[config.mk]
export PLATFORM = sky130hd
export DESIGN_NAME = led_effect_button_sequencer
export DESIGN_NICKNAME = d
export VERILOG_FILES = /design/src/lebs_pkg.sv /design/src/lebs_debounce.sv /design/src/led_effect_button_sequencer.sv
export SDC_FILE = /design/constraint.sdc
export NUM_CORES = 1
export LEC_CHECK = 0
export BUFFER_PORTS_ARGS = -buffer_cell sky130_fd_sc_hd__buf_2
export CAP_MARGIN = 15
export CELL_PAD_IN_SITES_DETAIL_PLACEMENT = 0
export CELL_PAD_IN_SITES_GLOBAL_PLACEMENT = 2
export CORE_MARGIN = 2
export CORE_UTILIZATION = 30
export DETAILED_ROUTE_END_ITERATION = 8
export PLACE_DENSITY = 0.7
export SLEW_MARGIN = 15
export SYNTH_ARGS = -nofsm -noshare
export SYNTH_HDL_FRONTEND = slang
export SYNTH_SLANG_ARGS = --single-unit
[constraint.sdc]
create_clock -name clk -period 6 [get_ports clk]
set_input_delay 1.2 -clock clk [delete_from_list [all_inputs] [get_ports clk]]
set_output_delay 1.2 -clock clk [all_outputs]
set_load 0.01 [all_outputs]
[src/lebs_pkg.sv]
// Shared types, constants and helpers for the LED effect button sequencer.
// No dependencies; imported by lebs_debounce and led_effect_button_sequencer.
package lebs_pkg;

  localparam int unsigned DEB_W   = 16;
  localparam int unsigned PHASE_W = 11;
  localparam int unsigned LED_N   = 6;
  localparam int unsigned MODE_W  = 2;
  localparam int unsigned CFG_IDX_W  = 2;
  localparam int unsigned CFG_DATA_W = 16;
  localparam int unsigned OUT_W   = 16;

  // Register indexes
  localparam logic [CFG_IDX_W-1:0] REG_DEBOUNCE  = 2'd0;
  localparam logic [CFG_IDX_W-1:0] REG_BLINK_PER = 2'd1;
  localparam logic [CFG_IDX_W-1:0] REG_BLINK_ON  = 2'd2;

  // Reset values
  localparam logic [DEB_W-1:0]   DEBOUNCE_RST  = 16'd20;
  localparam logic [PHASE_W-1:0] BLINK_PER_RST = 11'd1000;
  localparam logic [PHASE_W-1:0] BLINK_ON_RST  = 11'd500;

  // Effect codes
  localparam logic [MODE_W-1:0] MODE_BLINK = 2'd1;
  localparam logic [MODE_W-1:0] MODE_CHASE = 2'd2;

  localparam logic [PHASE_W-1:0] CHASE_PERIOD = 11'd1800;
  localparam logic [PHASE_W-1:0] CHASE_EDGE1  = 11'd300;
  localparam logic [PHASE_W-1:0] CHASE_EDGE2  = 11'd600;
  localparam logic [PHASE_W-1:0] CHASE_EDGE3  = 11'd900;
  localparam logic [PHASE_W-1:0] CHASE_EDGE4  = 11'd1200;
  localparam logic [PHASE_W-1:0] CHASE_EDGE5  = 11'd1600;
  localparam logic [LED_N-1:0]   ALL_LEDS     = 6'h3F;

  typedef struct packed {
    logic change; // an accepted level change this tick
    logic level;  // new accepted level
  } lebs_event_t;

  // Index of the chase window that holds a phase, 0 to 5
  function automatic logic [2:0] chase_window(input logic [PHASE_W-1:0] phase);
    logic [2:0] w;
    if (phase < CHASE_EDGE1)      w = 3'd0;
    else if (phase < CHASE_EDGE2) w = 3'd1;
    else if (phase < CHASE_EDGE3) w = 3'd2;
    else if (phase < CHASE_EDGE4) w = 3'd3;
    else if (phase < CHASE_EDGE5) w = 3'd4;
    else                          w = 3'd5;
    return w;
  endfunction

endpackage

[src/lebs_debounce.sv]
// Button debounce: tracks the accepted level and ticks since the last change.
// Depends on lebs_pkg.
module lebs_debounce (
  input  logic                         clk,
  input  logic                         rst,
  input  logic                         advance,
  input  logic                         level,
  input  logic [lebs_pkg::DEB_W-1:0]   debounce_ticks,
  output lebs_pkg::lebs_event_t        evt
);
  import lebs_pkg::*;

  logic             accepted_level;
  logic [DEB_W-1:0] since_change;
  logic [DEB_W-1:0] since_inc;

  // saturate at the top count
  assign since_inc = (since_change == {DEB_W{1'b1}}) ? since_change : since_change + 1'b1;

  assign evt.change = (level != accepted_level) && (since_inc >= debounce_ticks);
  assign evt.level  = level;

  always_ff @(posedge clk) begin
    if (rst) begin
      accepted_level <= 1'b0;
      since_change   <= '0;
    end else if (advance) begin
      if (evt.change) begin
        accepted_level <= level;
        since_change   <= '0;
      end else begin
        since_change   <= since_inc;
      end
    end
  end

endmodule

[src/led_effect_button_sequencer.sv]
// LED effect sequencer driven by a debounced push button.
// Depends on lebs_pkg and lebs_debounce.
//
// Usage:
//   Slave channel (s_tvalid/s_tready/s_tdata) takes one beat per millisecond
//   tick; s_tdata[0] is the sampled button level (1 = pressed).
//   Master channel (m_tvalid/m_tready/m_tdata) returns exactly one beat per
//   tick: LED levels, indicator and active effect after that tick.
//   Configuration: cfg_we writes cfg_data to register cfg_index
//   (0 debounce ticks, 1 blink period, 2 blink on ticks); other indexes are
//   dropped. Write only while no tick is in flight.
// Timing:
//   The result beat is registered and appears in the cycle after its tick;
//   a tick can be taken every cycle unless stalled. All state advances in
//   one pass of short counter and compare logic into the output register.
// Reset (rst, synchronous): blink effect, LEDs off, indicator low, counters
//   cleared, registers back to 20 / 1000 / 500, no result pending.
// Stall: while m_tready is low and a result is held, s_tready drops; the
//   held beat and all state stay put until the result is taken.
module led_effect_button_sequencer (
  input  logic                              clk,
  input  logic                              rst,
  input  logic                              s_tvalid,
  output logic                              s_tready,
  input  logic [7:0]                        s_tdata,   // [0] button_level
  output logic                              m_tvalid,
  input  logic                              m_tready,
  output logic [lebs_pkg::OUT_W-1:0]        m_tdata,   // [5:0] led_bits, [6] button_led,
                                                       // [8:7] effect_mode
  input  logic                              cfg_we,
  input  logic [lebs_pkg::CFG_IDX_W-1:0]    cfg_index,
  input  logic [lebs_pkg::CFG_DATA_W-1:0]   cfg_data
);
  import lebs_pkg::*;

  logic [DEB_W-1:0]   debounce_ticks;
  logic [PHASE_W-1:0] blink_period;
  logic [PHASE_W-1:0] blink_on_ticks;

  logic               mode_is_chase;
  logic               mode_is_chase_next;
  logic [PHASE_W-1:0] phase_count;
  logic [PHASE_W-1:0] phase_next;
  logic [PHASE_W-1:0] phase_inc;
  logic [PHASE_W-1:0] period;
  logic [LED_N-1:0]   led_store;
  logic [LED_N-1:0]   led_next;
  logic [LED_N-1:0]   led_base;
  logic               indicator;
  logic               indicator_next;
  logic [2:0]         win;
  logic [2:0]         win_prev;
  logic               accept;
  lebs_event_t        evt;

  assign s_tready = !m_tvalid || m_tready;
  assign accept   = s_tvalid && s_tready;

  lebs_debounce u_debounce (
    .clk            (clk),
    .rst            (rst),
    .advance        (accept),
    .level          (s_tdata[0]),
    .debounce_ticks (debounce_ticks),
    .evt            (evt)
  );

  always_ff @(posedge clk) begin
    if (rst) begin
      debounce_ticks <= DEBOUNCE_RST;
      blink_period   <= BLINK_PER_RST;
      blink_on_ticks <= BLINK_ON_RST;
    end else if (cfg_we) begin
      case (cfg_index)
        REG_DEBOUNCE:  debounce_ticks <= cfg_data;
        REG_BLINK_PER: blink_period   <= cfg_data[PHASE_W-1:0];
        REG_BLINK_ON:  blink_on_ticks <= cfg_data[PHASE_W-1:0];
        default: ;
      endcase
    end
  end

  always_comb begin
    mode_is_chase_next = mode_is_chase;
    indicator_next     = indicator;
    led_base           = led_store;
    if (evt.change) begin
      if (evt.level) begin
        // press: toggle effect, clear LEDs, indicator low
        indicator_next     = 1'b0;
        mode_is_chase_next = !mode_is_chase;
        led_base           = '0;
      end else begin
        indicator_next     = 1'b1;
      end
    end

    period     = mode_is_chase_next ? CHASE_PERIOD : blink_period;
    phase_inc  = phase_count + 1'b1;
    phase_next = (phase_inc >= period) ? '0 : phase_inc;

    win      = chase_window(phase_next);
    win_prev = (win == 3'd0) ? 3'd5 : win - 3'd1;

    if (mode_is_chase_next) begin
      led_next = (led_base & ~(LED_N'(1) << win_prev)) | (LED_N'(1) << win);
    end else begin
      led_next = (phase_next < blink_on_ticks) ? ALL_LEDS : '0;
    end
  end

  always_ff @(posedge clk) begin
    if (rst) begin
      mode_is_chase <= 1'b0;
      phase_count   <= '0;
      led_store     <= '0;
      indicator     <= 1'b0;
      m_tvalid      <= 1'b0;
    end else begin
      if (accept) begin
        mode_is_chase <= mode_is_chase_next;
        phase_count   <= phase_next;
        led_store     <= led_next;
        indicator     <= indicator_next;
        m_tvalid      <= 1'b1;
      end else if (m_tready) begin
        m_tvalid      <= 1'b0;
      end
    end
  end

  // result beat mirrors the state left by the last accepted tick
  assign m_tdata = {{(OUT_W - LED_N - 1 - MODE_W){1'b0}},
                    (mode_is_chase ? MODE_CHASE : MODE_BLINK),
                    indicator,
                    led_store};

endmodule
=== Word level (Yosys, flattened, before mapping) ===
Cells that the tools add are included.
W data, S select, Z words.

* Register bits after elaboration: 75
* Bits of input ports: 31
* Output and inout port bits: 18
* Logic and storage cells: 62

* Add/sub/neg operators: 3
* Magnitude comparators: 8
* Eq/ne operators: 4
* Shift operators: 2
* Muxes and demuxes: 20
* Bitwise operators: 3
* Reduce and logical (&&, ||, !) cells: 12

{| class="wikitable"
|+ Operators by type and width
! kind !! count
|-
| $mux W16 || 2
|-
| $mux W6 || 4
|-
| $lt A11 B10 Y1 const B || 2
|-
| $lt A11 B11 Y1 const B || 2
|-
| $mux W11 || 2
|-
| $add A16 B1 Y16 const B || 1
|-
| $eq A16 B16 Y1 const B || 1
|-
| $ge A16 B16 Y1 || 1
|-
| $mux W3 || 5
|-
| $shl A1 B3 Y6 const A || 2
|-
| $add A11 B1 Y11 const B || 1
|-
| $ge A11 B11 Y1 || 1
|-
| $lt A11 B11 Y1 || 1
|-
| $lt A11 B9 Y1 const B || 1
|-
| $reduce_and A2 Y1 || 4
|-
| $and A6 B6 Y6 || 1
|-
| $mux W1 || 6
|-
| $not A6 Y6 || 1
|-
| $or A6 B6 Y6 || 1
|-
| $logic_not A3 Y1 || 1
|-
| $sub A3 B1 Y3 const B || 1
|-
| $eq A2 B1 Y1 const B || 1
|-
| $eq A2 B2 Y1 const B || 1
|-
| $logic_and A1 B1 Y1 || 2
|-
| 6 further kinds || 7
|}

=== Depth between registers and ports, before layout ===
Gate-level depths: netlist of run 1.

* Depth in word-level cells: 21
* Mapped depth: 32
* Mapped depth without buffers: 28

=== Cells and area by module ===
Synthesis of run 1 repeated with hierarchy kept, for this count alone.

* Cells, all modules: 663
* Area, all modules: 5161.2 sq um

{| class="wikitable"
|+ By module, submodules not included
! module !! instances !! cells each !! area an instance (sq um) !! sequential area each (sq um)
|-
| led_effect_button_sequencer || 1 || 476 || 3652.3 || 1161.1
|-
| lebs_debounce || 1 || 187 || 1508.9 || 340.3
|}

=== Least setup slack after synthesis of run 1 ===
No wires, ideal clock.

* Path type: reg-to-reg
* From: reg u_debounce.since_change[4]
* To: reg led_store[3]
* Data arrival time: 5960 ps
* Data required time: 5933 ps
* Path slack: -28 ps
* Cell stages (with the launch flop): 31
* Period minus slack after synthesis: 6028 ps
* Cells stage by stage: dfxtp_1 -> clkbuf_2 -> nand4_1 -> or2_1 -> clkbuf_1 -> nor3_1 -> nand3_1 -> nor2_1 -> mux2_2 -> ha_1 -> nand4_1 -> nor3b_1 -> a32o_1 -> a31oi_4 -> xnor2_2 -> nor2_1 -> ha_1 -> a2111oi_0 -> o21ai_0 -> a21oi_1 -> a21o_1 -> clkbuf_1 -> and2_1 -> ha_1 -> a21o_1 -> a21o_1 -> a21oi_1 -> o211ai_1 -> a211oi_4 -> a211oi_1 -> a21oi_2

* Cells in the longest elaborated chain, start to end: 21

{| class="wikitable"
|+ Ends and longest elaborated chain
! what !! line !! source
|-
| start, declared || lebs_debounce.sv:14 || <nowiki>logic [DEB_W-1:0] since_change;</nowiki>
|-
| start signal, assigned || lebs_debounce.sv:32 || <nowiki>since_change <= since_inc;</nowiki>
|-
| $add A16 B1 Y16 or $eq A16 B16 Y1 (tied branches) || lebs_debounce.sv:18 || <nowiki>assign since_inc = (since_change == {DEB_W{1'b1}}) ? since_change : since_change + 1'b1;</nowiki>
|-
| $mux W16 (*) || lebs_debounce.sv:18 ||
|-
| $ge A16 B16 Y1 (*) || lebs_debounce.sv:20 || <nowiki>assign evt.change = (level != accepted_level) && (since_inc >= debounce_ticks);</nowiki>
|-
| $logic_and A1 B1 Y1 (*) || lebs_debounce.sv:20 ||
|-
| $mux W1 (*) || led_effect_button_sequencer.sv:87 || <nowiki>if (evt.change) begin</nowiki>
|-
| $mux W11 (*) || led_effect_button_sequencer.sv:98 || <nowiki>period = mode_is_chase_next ? CHASE_PERIOD : blink_period;</nowiki>
|-
| $ge A11 B11 Y1 (*) || led_effect_button_sequencer.sv:100 || <nowiki>phase_next = (phase_inc >= period) ? '0 : phase_inc;</nowiki>
|-
| $mux W11 (*) || led_effect_button_sequencer.sv:100 ||
|-
| via phase_next[4] || led_effect_button_sequencer.sv:43 || <nowiki>logic [PHASE_W-1:0] phase_next;</nowiki>
|-
| [... 5 more ...] || - ||
|-
| $mux W3 || lebs_pkg.sv:43 || <nowiki>if (phase < CHASE_EDGE1) w = 3'd0;</nowiki>
|-
| $sub A3 B1 Y3 or $logic_not A3 Y1 (tied branches) || led_effect_button_sequencer.sv:103 || <nowiki>win_prev = (win == 3'd0) ? 3'd5 : win - 3'd1;</nowiki>
|-
| $mux W3 || led_effect_button_sequencer.sv:103 ||
|-
| $shl A1 B3 Y6 || led_effect_button_sequencer.sv:106 || <nowiki>led_next = (led_base & ~(LED_N'(1) << win_prev)) | (LED_N'(1) << win);</nowiki>
|-
| $not A6 Y6 || led_effect_button_sequencer.sv:106 ||
|-
| $and A6 B6 Y6 || led_effect_button_sequencer.sv:106 ||
|-
| $or A6 B6 Y6 || led_effect_button_sequencer.sv:106 ||
|-
| $mux W6 (*) || led_effect_button_sequencer.sv:105 || <nowiki>if (mode_is_chase_next) begin</nowiki>
|-
| end signal, assigned || led_effect_button_sequencer.sv:123 || <nowiki>led_store <= led_next;</nowiki>
|-
| end, declared || led_effect_button_sequencer.sv:46 || <nowiki>logic [LED_N-1:0] led_store;</nowiki>
|}

The timed path passes the listed nets; every way through them passes the cells marked *.
A chain may end at the register's enable or synchronous reset.

=== Final worst setup path of run 1 ===
* From: reg u_debounce.since_change[4]
* To: reg led_store[5]

The elaborated chain is that of the path after synthesis.

==> results of run 1 <==
## timing repair
item | 4_1_cts | 5_1_grt
pin swaps | 5 | 43
resized for setup | 13 | 74
endpoints found under the setup margin | 6 | 6
gates cloned | 0 | 0
setup buffers | 4 | 14
## power groups by stage
stage	clock, uW	sequential, uW	combinational, uW
2_1_floorplan	0	534	74.5
3_3_place_gp	0	534	118
3_5_place_dp	0	535	120
4_1_cts	620	524	122
5_1_grt	638	526	151
6_report	607	524	133
## stage by stage
| stage | util | area [um^2] | hold slack, ns | setup slack, ns | cells |
|---|---|---|---|---|---|
| after floorplan | - | 4970 | 0.432 | 0.0195 | 665 |
| after global placement | 0.347 | 5550 | 0.448 | -0.157 | 919 |
| after detailed placement | 0.347 | 5550 | 0.448 | -0.281 | 919 |
| after CTS | 0.373 | 5970 | 0.456 | 0.0216 | 939 |
| after global routing | 0.404 | 6460 | 0.475 | -0.133 | 952 |
| final | 0.404 | 6460 | 0.455 | 0.213 | 952 |
## synth_stat cells (all sizes together), types with 5 or more instances
| library cell | number |
|---|---|
| nand2 | 132 |
| dfxtp | 75 |
| xor2 | 13 |
| nand4 | 16 |
| a21o | 6 |
| xnor2 | 24 |
| ha | 41 |
| nand3 | 28 |
| inv | 36 |
| and2 | 11 |
| and3 | 5 |
| clkbuf | 27 |
| a31oi | 5 |
| buf | 17 |
| nor4 | 5 |
| o211ai | 9 |
| nor3 | 20 |
| nor2 | 43 |
| o21ai | 16 |
| a21oi | 74 |
| nand2b | 5 |
## critical path, delay by kind of cell (launching register included)
family | cells | cell delay [ns]
adder cells (fa/ha/maj) | 3 | 0.82
buffers and inverters | 3 | 0.46
XOR/XNOR | 2 | 0.25
flip-flops | 1 | 0.33
AND/OR/NAND/NOR | 7 | 1.01
AO/OA/AOI/OAI | 15 | 2.85
## path summary, 6_finish.rpt
path	from	end	slack (ns)	cells past startpoint
min	debounce_ticks[15]$_SDFFE_PP0P_	debounce_ticks[15]$_SDFFE_PP0P_	0.46	2
min reg2reg	debounce_ticks[15]$_SDFFE_PP0P_	debounce_ticks[15]$_SDFFE_PP0P_	0.46	2
max	u_debounce.since_change[4]$_SDFFE_PP0P_	led_store[5]$_SDFFE_PP0P_	0.21	30
max reg2reg	u_debounce.since_change[4]$_SDFFE_PP0P_	led_store[5]$_SDFFE_PP0P_	0.21	30
## cell usage in the layout (no fill, tap or decap), drive strengths merged, types with 6 or more instances in the layout
cell type	count
nor3	20
nor2	43
and2	11
nand4	16
conb	7
o211ai	9
buf	99
clkbuf	12
ha	41
nand3	28
o21ai	16
a21o	6
dfxtp	75
xor2	13
xnor2	24
inv	36
a21oi	74
nand2	132
## flip-flops by register name, summed over array words and instances, names as in the netlist, 6 cells and up
name,flops
debounce_ticks,16
u_debounce.since_change,16
blink_on_ticks,11
blink_period,11
phase_count,11
led_store,6
## layout make-up
cell class | count | area (um^2) | share of cell area
multi-input combinational | 509 | 3520 | 0.545
sequential | 75 | 1510 | 0.233
timing repair buffer | 99 | 693 | 0.107
tap | 216 | 270 | 0.0418
clock buffer | 12 | 256 | 0.0397
inverter | 37 | 139 | 0.0215
clock inverter | 4 | 72.6 | 0.0112
## per-layer routing
layer	up-vias	GRT usage
li1	2393	-
met1	2183	0.228
met2	64	0.259
met3	12	0.0273
met4	0	0.0562
met5	-	0
## cells by family (layout without fill, tap and decap cells)
family                   Yosys count  count (layout)  share of synthesized area
other                              1               7                   0.000759
adder cells (fa/ha/maj)           41              41                      0.104
AND/OR/NAND/NOR                  285             285                      0.267
AO/OA/AOI/OAI                    134             134                      0.173
buffers and inverters             81             152                     0.0722
XOR/XNOR                          37              37                     0.0687
flip-flops                        75              75                      0.304
multiplexers                       5               5                     0.0106
==> metrics.txt, run 1 <==
Port Buffers=34; P_sw=around 310 uW; number of global-route vias before repair=approximately 4400; Detail Placement HPWL=around 11 mm; Final #Nets=roughly 800; Rows=46; Setup Viol. Count Final=0; Period minus WS final=between 5 and 6 ns; slew margin rel.=0.398; hold_buf cts=0; Met1 Wirelength=7.23 mm; sequential share of the synthesized area=0.304; Crit Path Class=register to register; Final Power=roughly 1300 uW; # IOs=49; sw frac=0.248; startpoint types=register; Root Buffer=clkbuf_16; clock skew=0.00844 ns; pwr/cell area=~200 nW/um^2; unrepaired setup endpoints after global routing=true; area of the die=17500 um^2; DR DRC count=0; Synth area leaders=dfxtp_1, ha_1, nand2_1; critical path required time=between 6 and 7 ns; setup TNS=0 ns; worst vdd ir=between 0.1 and 0.15 mV; CP max stage delay=0.39 ns; Yosys top cell area share=0.304; leak pwr=roughly 0.0027 uW; Synth Warn #=0; final hold vios=0; Mapped Cells=659; Num CTS Buffers=9; final slew viol count=0; pin count of the biggest net entering global routing=53; routed wire length=14.5 mm; fraction of layout cells with a size suffix above 1=0.257; CP arrival=approximately 6 ns; Seq pwr share=0.415; met3 WL post-DR=425 um; htree depth=3; area grow syn2layout=30.8%; Tcrit/Tclk final=0.965; Async S/R FF share, synth=0; DR WL/cell=approximately 15 um; critical-path maximum fanout=6; Cell Area, Synth=4940 um^2; Skew-Pair Late Insertion Delay=0.35 ns; ys flop type=dfxtp_1; die boundary height=around 130 um; DR WL met2=roughly 6.6 mm; Max-cap violations=0; antenna violations before repair=0; Starting Density=0.309; DR pass1 iterations=5; top cell type by total area after synthesis=dfxtp_1; # clock sinks=between 70 and 80; Synth cell types=60; clock buffer depth=2; GR Util All Layers=0.165; fill cell count=1700; #FFs+latches synth=75; via/cell ratio=4.89; Worst setup EP type=register; Antenna Cells=0; die width=around 130 um; Post-synth EDFFs=0; CP max-delay cell=a2111oi_4; synthesized area per cell=7.49 um^2; Int Pwr=951 uW; Worst Tran Pin Value=between 0.8 and 0.9 ns; drt initial violations=240; Final ANT Viol Nets=0; FMAX=approximately 170 MHz; cell mode on critical path=a21o_1; Clk pwr share=0.480; DR vias=between 4000 and 5000; total gr overflow=0; Core Region=about 16000 um^2; CTS tree=done; global-route wire length before repair=about 23 mm; Comb power frac=0.106; status=finished, final reports clean; DR top layer=met4; worst hold path type=register to register; Clock Pin Slew Worst Setup and Hold Paths=about 0.070 ns; RePlAce Congestion=about 0.87
Power figures use the tool's default switching activity.
==> inputs of run 2 (changes only) <==
--- a/config.mk
+++ b/config.mk
@@ -12,6 +12,7 @@
 export CORE_MARGIN = 2
 export CORE_UTILIZATION = 30
 export DETAILED_ROUTE_END_ITERATION = 8
+export GPL_TIMING_DRIVEN = 0
 export PLACE_DENSITY = 0.7
 export SLEW_MARGIN = 15
 export SYNTH_ARGS = -nofsm -noshare
==> metrics.txt, run 2 (synthesis results as in run 1) <==
worst setup path start=u_debounce.since_change[1]$_SDFFE_PP0P_; area of the multi-input gates=about 3500 um^2; Detail Placement HPWL=about 11 mm; fin worst setup slack=0.0648 ns; Hold Startpoint=blink_on_ticks[9]$_SDFFE_PP0P_; Setup Viol. Count Final=0; dpl ws=-1.44 ns; largest registers=debounce_ticks (16), u_debounce.since_change (16); Worst setup EP type=register; number of global-route vias before repair=about 4600; # IOs=49; Starting Density=0.309; die width=132 um; FF+latch area=approximately 1500 um^2; Skew-Pair Late Insertion Delay=0.35 ns; CP max stage delay=~0.38 ns; Crit Path Class=register to register; routed wire length=roughly 16 mm; leak pwr=~0.0027 uW; fraction of layout cells with a size suffix above 1=0.255; most common cell after layout, fill and taps aside=nand2_1; fin cells=between 900 and 1000; Port Buffers=33; Rows=46; worst vdd ir=0.134 mV; total gr overflow=0; cell mode on critical path=buf_4; FMAX=168 MHz; Core Region=between 15000 and 20000 um^2; Num CTS Buffers=9; Met1 Wirelength=about 7.8 mm; R2R cell count=35; Root Buffer=clkbuf_16; Tcrit/Tclk final=0.989; # clock sinks=75; DR DRC count=0; worst hold path type=register to register; Clock Pin Slew Worst Setup and Hold Paths=approximately 0.06 ns; clock buffer depth=2; CP max-delay cell=dfxtp_4; Final Power=between 1000 and 1500 uW; global-route wire length before repair=between 20 and 25 mm; fill cell count=~1700; Max-cap violations=0; most frequent cells in the layout=nand2_1, dfxtp_1, a21oi_1; Antenna Cells=0; hold path depth=2; pin count of the biggest net entering global routing=14; hold_buf cts=0; Final #Nets=between 800 and 900; final hold vios=0; # placed instances=just over 900; DR WL met2=7.04 mm; RePlAce Congestion=approximately 0.83; pwr/cell area=181 nW/um^2; antenna violations before repair=0; DR WL/cell=around 16 um; DR top layer=met4; met3 WL post-DR=~480 um; htree depth=3; slew margin rel.=0.396; startpoint types=register; CTS tree=done; Final ANT Viol Nets=0; Period minus WS final=approximately 5.9 ns; Core Util, Final=0.406; DR vias=~4800; clock skew=~0.0073 ns; critical path required time=approximately 6.3 ns; drt initial violations=~270; CP arrival=a little over 6 ns; die boundary height=132 um; r2r startpoint=u_debounce.since_change[1]$_SDFFE_PP0P_; DR pass1 iterations=5; unrepaired setup endpoints after global routing=true; final slew viol count=0; via/cell ratio=a little under 5; GR Util All Layers=0.178; area of the die=around 18000 um^2; Worst Tran Pin Value=roughly 0.9 ns; critical-path maximum fanout=8; area grow syn2layout=31.6%; status=finished, final reports clean
-- run 2: layout make-up --
class                   instances  area share
inverters                      37      0.0214
clock inverters                 6     0.00635
flip-flops and latches         75       0.233
multi-input cells             509       0.546
plain buffers                  40      0.0337
repair buffers                 77      0.0810
well taps                     216      0.0416
clock buffers                  10      0.0368
-- run 2: power breakdown --
group	switching, uW	internal [uW]
combinational	83.9	51.3
clock	227	290
sequential	13.3	513
total	324	855
-- run 2: critical path: cells and delay by family (launching register included) --
kind	cells	cell delay, ns
AO/OA/AOI/OAI	8	1.15
XOR/XNOR	1	0.29
adder cells (fa/ha/maj)	4	0.95
buffers and inverters	11	1.52
flip-flops	1	0.38
AND/OR/NAND/NOR	11	1.55
-- run 2: what timing repair did --
action	in CTS	in global routing
pin swaps	27	32
endpoints found under the hold margin	0	0
buffers inserted	35	9
gates resized for setup	70	40
setup endpoints to repair	16	6
-- run 2: path summary, 6_finish.rpt --
check,end,slack [ns]
worst max-delay path,led_store[4]$_SDFFE_PP0P_,0.06
worst max register to register,led_store[4]$_SDFFE_PP0P_,0.06
worst min-delay path,blink_on_ticks[9]$_SDFFE_PP0P_,0.45
worst min register to register,blink_on_ticks[9]$_SDFFE_PP0P_,0.45
-- run 2: layer usage --
metal	GRT usage	up-vias
li1	-	2438
met1	0.244	2243
met2	0.287	89
met3	0.0311	16
met4	0.0514	0
met5	0	-
-- run 2: through the flow --
step	hold WS [ns]	setup TNS, ns	instance area [um^2]
floorplan	0.432	0	4970
global placement	0.443	-9.91	5400
detailed placement	0.449	-9.41	5400
CTS	0.457	-0.0603	6240
global route	0.480	-1.41	6500
finish	0.453	0	6500
